`src/rtl/core/gjk_pkg.sv`:
```
// Shared types, codes and saturating vector helpers for the 2D overlap test.
package gjk_pkg;

	localparam int unsigned MAX_ROUNDS_DEF = 32;
	localparam int unsigned QDEPTH         = 2;

	localparam logic [31:0] POS_MAX = 32'h7fffffff;
	localparam logic [31:0] NEG_MAX = 32'h80000000;

	localparam logic KIND_RECT = 1'b0;
	localparam logic KIND_CIRC = 1'b1;

	typedef struct packed {
		logic [31:0] x;
		logic [31:0] y;
	} vec_t;

	typedef struct packed {
		logic        kind;
		vec_t        org;
		logic [30:0] size_a;
		logic [30:0] size_b;
	} shape_t;

	typedef struct packed {
		shape_t first;
		shape_t second;
		vec_t   axis;
	} item_t;

	typedef enum logic {
		SD_SQRT,
		SD_DIV
	} sd_op_t;

	typedef struct packed {
		logic        start;
		sd_op_t      op;
		logic [63:0] arg;
		logic [31:0] divisor;
	} sd_req_t;

	typedef struct packed {
		logic        done;
		logic [31:0] value;
	} sd_rsp_t;

	typedef enum logic [5:0] {
		ST_IDLE, ST_MK0, ST_MK1, ST_MK2, ST_SUP, ST_SQ, ST_SQW,
		ST_MX, ST_MXD, ST_MXW, ST_MY, ST_MYD, ST_MYW,
		ST_DOTX, ST_DOTY, ST_DOTE,
		ST_INIT, ST_TOP, ST_EPS, ST_ADV, ST_ADV2,
		ST_R2A, ST_R2B, ST_R2C,
		ST_R3A, ST_R3B, ST_R3C, ST_R3D, ST_R3E, ST_R3F, ST_R3G,
		ST_NEXT, ST_HIT, ST_MISS
	} eng_state_t;

	function automatic logic signed [33:0] sx34(input logic [31:0] v);
		return $signed({{2{v[31]}}, v});
	endfunction

	function automatic logic [31:0] sat32(input logic signed [33:0] v);
		if (v > 34'sd2147483647) begin
			return POS_MAX;
		end else if (v < -34'sd2147483648) begin
			return NEG_MAX;
		end
		return v[31:0];
	endfunction

	function automatic vec_t vneg(input vec_t a);
		vec_t r;
		r.x = sat32(-sx34(a.x));
		r.y = sat32(-sx34(a.y));
		return r;
	endfunction

	function automatic vec_t vsub(input vec_t a, input vec_t b);
		vec_t r;
		r.x = sat32(sx34(a.x) - sx34(b.x));
		r.y = sat32(sx34(a.y) - sx34(b.y));
		return r;
	endfunction

	function automatic vec_t vperp(input vec_t a);
		vec_t r;
		r.x = sat32(-sx34(a.y));
		r.y = a.x;
		return r;
	endfunction

	// Corner with the largest projection; ties go to the negative side.
	function automatic vec_t rect_pt(input shape_t s, input vec_t d);
		vec_t                r;
		logic signed [33:0] hx;
		logic signed [33:0] hy;
		hx = $signed({4'b0, s.size_a[30:1]});
		hy = $signed({4'b0, s.size_b[30:1]});
		r.x = sat32(sx34(s.org.x) + ((!d.x[31] && d.x != '0) ? hx : -hx));
		r.y = sat32(sx34(s.org.y) + ((!d.y[31] && d.y != '0) ? hy : -hy));
		return r;
	endfunction

	function automatic logic [32:0] mag33(input logic [31:0] v);
		logic [32:0] t;
		t = {v[31], v};
		return v[31] ? (~t + 33'd1) : t;
	endfunction

	function automatic logic [31:0] circ_pt(input logic [31:0] org, input logic neg,
		input logic [31:0] q);
		logic signed [33:0] off;
		off = $signed({2'b0, q});
		return sat32(sx34(org) + (neg ? -off : off));
	endfunction

endpackage

```
`src/rtl/core/gjk_front.sv`:
```
// Front part: accepts queries and holds them in a short queue for the engine.
module gjk_front (
	input  logic           clk,
	input  logic           arst_n,
	input  logic           start,
	output logic           busy,
	input  gjk_pkg::item_t item,
	output logic           q_valid,
	output gjk_pkg::item_t head,
	input  logic           pop
);

	localparam int unsigned PW = (gjk_pkg::QDEPTH > 1) ? $clog2(gjk_pkg::QDEPTH) : 1;
	localparam int unsigned CW = $clog2(gjk_pkg::QDEPTH + 1);

	gjk_pkg::item_t slot_q [gjk_pkg::QDEPTH];
	logic [PW-1:0]  wp_q;
	logic [PW-1:0]  rp_q;
	logic [CW-1:0]  cnt_q;
	logic           push;

	assign busy    = (cnt_q == CW'(gjk_pkg::QDEPTH));
	assign push    = start && !busy;
	assign q_valid = (cnt_q != '0);
	assign head    = slot_q[rp_q];

	always_ff @(posedge clk) begin
		if (push) begin
			slot_q[wp_q] <= item;
		end
	end

	always_ff @(posedge clk or negedge arst_n) begin
		if (!arst_n) begin
			wp_q  <= '0;
			rp_q  <= '0;
			cnt_q <= '0;
		end else begin
			if (push) begin
				wp_q <= (wp_q == PW'(gjk_pkg::QDEPTH - 1)) ? '0 : wp_q + PW'(1);
			end
			if (pop) begin
				rp_q <= (rp_q == PW'(gjk_pkg::QDEPTH - 1)) ? '0 : rp_q + PW'(1);
			end
			case ({push, pop})
				2'b10:   cnt_q <= cnt_q + CW'(1);
				2'b01:   cnt_q <= cnt_q - CW'(1);
				default: cnt_q <= cnt_q;
			endcase
		end
	end

endmodule

```
`config.mk`:
```
export PLATFORM = sky130hd
export DESIGN_NAME = gjk_front
export DESIGN_NICKNAME = d
export VERILOG_FILES = /design/src/rtl/core/gjk_pkg.sv /design/src/rtl/core/gjk_front.sv
export SDC_FILE = /design/constraint.sdc
export NUM_CORES = 1
export LEC_CHECK = 0
export BUFFER_PORTS_ARGS = -buffer_cell sky130_fd_sc_hd__buf_2
export CAP_MARGIN = 25
export CORE_UTILIZATION = 30
export CTS_CLUSTER_DIAMETER = 60
export CTS_CLUSTER_SIZE = 12
export DETAILED_ROUTE_END_ITERATION = 8
export GPL_TIMING_DRIVEN = 0
export PLACE_DENSITY = 0.57
export RECOVER_POWER = 100
export SLEW_MARGIN = 30
export SYNTH_ARGS = -nofsm -noshare
export SYNTH_HDL_FRONTEND = slang
export SYNTH_SLANG_ARGS = --single-unit
```
`constraint.sdc`:
```
create_clock -name clk -period 16.7 [get_ports clk]
set_input_delay 2.505 -clock clk [delete_from_list [all_inputs] [get_ports clk]]
set_output_delay 2.505 -clock clk [all_outputs]
set_load 0.01 [all_outputs]
```
Word-level counts from Yosys, hierarchy flattened
Memory sizes are Yosys's and may differ from the RTL's. Index checks and enable logic that the tools add are counted.

Flip-flop bits (word level): 4. Memory bits (writable): 636. Output and inout bits: 320. Word-level logic and storage cells: 20. Memories: 1. Bits of input ports: 322.

Memories: slot_q (depth 2, bits a word 318, rd ports 1, clocked after memory_dff 0, wr ports 1, RTL line gjk_front.sv:16) `gjk_pkg::item_t slot_q [gjk_pkg::QDEPTH];`.

Mux-type cells: 5. Reductions and logical operators: 4. Equality and inequality tests: 3. Add/sub/neg operators: 4.

Operators by type and width (number): $eq A2 B2 Y1 const B (2); $mux W1 (4); $pmux W2 S2 (1); $reduce_bool A2 Y1 (2); $add A1 B1 Y1 const B (2); $add A2 B1 Y2 const B (1); $eq A2 B1 Y1 const B (1); $sub A2 B1 Y2 const B (1); $logic_and A1 B1 Y1 (1); $logic_not A1 Y1 (1).

Longest topological paths before layout
Depth in word-level cells: 5. Gate-level depth with buffers: 6. Mapped depth without buffers: 6.

Least setup slack after synthesis
OpenSTA, ideal clock, no wires.

Path kind: input port to flip-flop. Start point: input port start. End point: memory slot_q[0][0] in the netlist's numbering, enable pin. Setup time: 1.004 ns. Path slack: -0.066 ns. Path buffers: 0. Cell stages on the path: 2. Arrival: 15.762 ns. Required time: 15.696 ns. Path through: nand2_1 > nor2_1.

Cells in the longest elaborated chain, start to end: 3.

Ends and longest elaborated chain: from (decl) (RTL line gjk_front.sv:5) `input logic start,`; $logic_and A1 B1 Y1 (RTL line gjk_front.sv:23) `assign push = start && !busy;`; $mux W1 (RTL line gjk_front.sv:28) `if (push) begin`; $mux W1 (implied by the code) (RTL line gjk_front.sv:29) `slot_q[wp_q] <= item;`; to (decl) (RTL line gjk_front.sv:16).

No other way between the ends.

Worst setup path after layout
Start point: input port start. End point: memory slot_q[1][107] in the netlist's numbering, enable pin.

Same word-level chain as after synthesis.

==> metrics.md <==
| Metric | Value |
|---|---|
| Status | `complete, but fails checks` |
| Failing checks | `max-capacitance violations, max-slew violations` |
| CTS tree | `built` |
| CP arrival | `about 10 ns` |
| Worst slew pin tran | `2.772 ns` |
| Post-synthesis simple-gate area fraction | `0.1291%` |
| Post-Syn Area | `23260 sq um` |
| Drt initial violations | `between 500 and 600` |
| Post-synthesis xor/xnor area fraction | `less than 1%` |
| Relative slew slack | `-84.83%` |
| Fin nets | `2066` |
| Pins Over Slew Limit | `just over 300` |
| Clock Tree Root | `clkbuf_16` |
| Critical path buffers and inverters | `5` |
| Die H | `~280 um` |
| Antenna Nets Post-Route | `0` |
| # clock sinks | `640` |
| Critical Path Start Type | `input port` |
| End of the worst register-to-register path | `slot_q[1][107]` |
| Final Cycle Share | `approximately 59%` |
| RSZ-0062 raised after global routing | `no` |
| Hold Crit Class | `reg2reg` |
| Net Count, Synth | `about 1.3k` |
| Synth Flop Type | `edfxtp_1` |
| Fill cells | `7328` |
| Vias in the first global route | `12.96k` |
| Register area share after synthesis | `between 80 and 90%` |
| Sequential cell area | `between 15000 and 20000 sq um` |
| Post-layout min period | `9.887 ns` |
| Hold violation total from the final report | `0` |
| Synth Area per Inst | `approximately 23 sq um` |
| Clock slew at reported path FFs | `roughly 0.06 ns` |
| # rows | `between 100 and 150` |
| Async set or reset register ratio after synthesis | `less than 1%` |
| Largest net degree at the start of global routing | `47` |
| Max Cap Viol | `8` |
| H-tree depth | `3` |
| Multiplexer share of the synthesized area | `between 10% and 20%` |
| GR Util All Layers | `13.39%` |
| Reg2reg path depth | `6` |
| PortBufs | `641` |
| EDFF count, synth | `636` |
| Non-filler cells, final | `around 2.8k` |
| GRT overflow | `0` |
| Max Clock Freq | `0.1011 GHz` |
| TNS Setup | `0 ns` |
| Detailed Place HPWL | `40.60 mm` |
| Via density | `about 4.3` |
| Post-synth cell types | `15` |
| Critical path's slowest cell | `clkbuf_1` |
| Io pins | `around 640` |
| Clk_lat worst skew | `around 0.58 ns` |
| Synth Area in Compound Gates | `0%` |
| Design area | `about 29000 sq um` |
| Lkg Pwr | `about 9.7 nW` |
| CP Max Fanout | `46` |
| Routed WL | `between 50 and 60 mm` |
| Post-CTS sizing | `0` |
| WL/cell | `19.58 um` |
| Synth Instances | `a little over 1k` |
| Synth Register Bits | `640` |
| Vias | `around 12k` |
| Adder-cell share of the synthesized area | `less than 1%` |
| WP data required | `~17 ns` |
| Final Skew | `between 0.03 and 0.04 ns` |
| DRT Pass-1 Iters | `4` |
| HP Start | `cnt_q[1]` |
| Die area | `78660 sq um` |
| Crit path capture type | `register` |
| Initial antenna violation count | `15` |
| CTS hold repair buffers | `0` |
| Layout area overhead | `25.15%` |
| Initial Util | `30.48%` |
| Cell Count Post-Placement | `approximately 2.7k` |
| Core Area | `between 70000 and 80000 sq um` |
| Final Util | `a little under two fifths` |
| Max VDD drop | `0.09157 mV` |
| CP cell instances | `clkbuf_1 -> and3_1 -> clkbuf_1 -> clkbuf_1 -> clkbuf_1 -> clkbuf_1` |
| Most used cell, CP | `clkbuf_1` |
| WS Path Type | `in2reg` |
| Maximum root-to-sink buffer count | `3` |
| Hold path depth | `1` |
| Main combinational cell family by area after synthesis | `multiplexers` |
| Pwr/cell area | `between 150 and 200 nW/um^2` |
| R2r setup slk | `a little over 8 ns` |
| CP max stage delay | `roughly 2 ns` |
| Setup repair bufs after CTS | `0` |
| Hold endpoint | `cnt_q[1]` |
| DRC Markers | `0` |
| DIE WIDTH | `280.5 um` |
| Final setup vio count | `0` |
| DP Worst Slack | `between 10 and 15 ns` |
| Total CTS buffers | `approximately 70` |
| Post-route setup slack | `~7 ns` |
| Share of post-route cells with drive strength above 1 | `35.73%` |
| Dpl cell area | `roughly 28000 sq um` |
| Crit path max-delay family | `buffers and inverters` |
| Synth warn | `0` |
| Reg-to-Reg Start | `cnt_q[0]` |
| First-pass GRT wire length | `roughly 80 mm` |
| RD Place Congestion | `0.7468` |
| Footprint of the multi-input gates | `approximately 3700 sq um` |
worst register-to-register path: cells and delay by family, from the launching register on:
| family | cells | cell delay, ns |
|---|---|---|
| flops | 1 | 0.39 |
| simple gates | 2 | 1.08 |
| buf+inv | 4 | 6.52 |
synthesized netlist by cell type (2+ instances only):
cell / instances / share of area, %
buf_6: 33 / 1.6
dfrtp_1: 4 / 0.43
edfxtp_1: 636 / 82
mux2_2: 318 / 15
nor2_1: 2 / 0.032
xnor2_1: 3 / 0.11
xor2_1: 2 / 0.075
cell families (layout without fill, tap and decap cells):
| family | Yosys count | in the layout |
|---|---|---|
| xor+xnor | 5 | 5 |
| fa+ha+maj | 1 | 1 |
| buf+inv | 36 | 799 |
| flops | 640 | 640 |
| mux | 318 | 318 |
| other cells | 0 | 7 |
| simple gates | 6 | 6 |
report_power, final:
part / total [mW] / switching, mW / internal [mW]
combinational: 1.47 / 0.912 / 0.556
sequential: 2.28 / 0.0709 / 2.21
clock: 1.38 / 0.588 / 0.791
total: 5.13 / 1.57 / 3.56
registers in the layout, indices dropped and copies added (netlist names):
signal	count
wp_q	1
cnt_q	2
rp_q	1
slot_q	636
routing by layer:
metal	part of all wire (%)	global-route usage (%)
met5	0.23	0
met4	2.5	4.610
met3	9.0	5.346
met2	53	24.21
met1	36	13.94
stage by stage:
step / power [mW] / hold slack (ns)
2_1_floorplan: 3.396 / 0.4566
3_3_place_gp: 4.135 / 0.4759
3_5_place_dp: 4.078 / 0.4838
4_1_cts: 5.485 / 0.4964
5_1_grt: 5.391 / 0.5090
6_report: 5.129 / 0.4996
worst max-delay path by stage:
| stage | depth (start not counted) | start | end |
|---|---|---|---|
| finish | 6 | start | slot_q[1][107] |
| global route | 6 | start | slot_q[1][101] |
| detailed placement | 6 | start | slot_q[1][154] |
| floorplan | 2 | start | slot_q[0][0] |
| global placement | 3 | start | slot_q[0][154] |
| CTS | 4 | rp_q | head[270] |
cell type report:
class	instances	area share [%]
Tap cell	1030	4.426
Timing Repair Buffer	667	9.708
Buffer	35	0.4512
Clock buffer	79	6.132
Antenna cell	7	0.06016
Multi-Input combinational cell	330	12.60
Sequential cell	640	65.94
Clock inverter	17	0.6747
Inverter	1	0.01289
layout by cell type, fill, tap and decap left out, types with 2 or more instances in the layout:
cell	synthesis	routed
clkbuf_1	0	452
clkinv_1	0	3
inv_8	0	2
clkinvlp_4	0	3
clkbuf_16	0	70
xnor2_1	3	3
nor2_1	2	2
edfxtp_1	636	636
xor2_1	2	2
buf_2	0	258
mux2_2	318	289
diode_2	0	7
mux2_1	0	29
clkinv_8	0	3
bufinv_16	0	2
dfrtp_1	4	4
inv_6	0	2
Note: power is estimated with default switching activity, not from simulation.
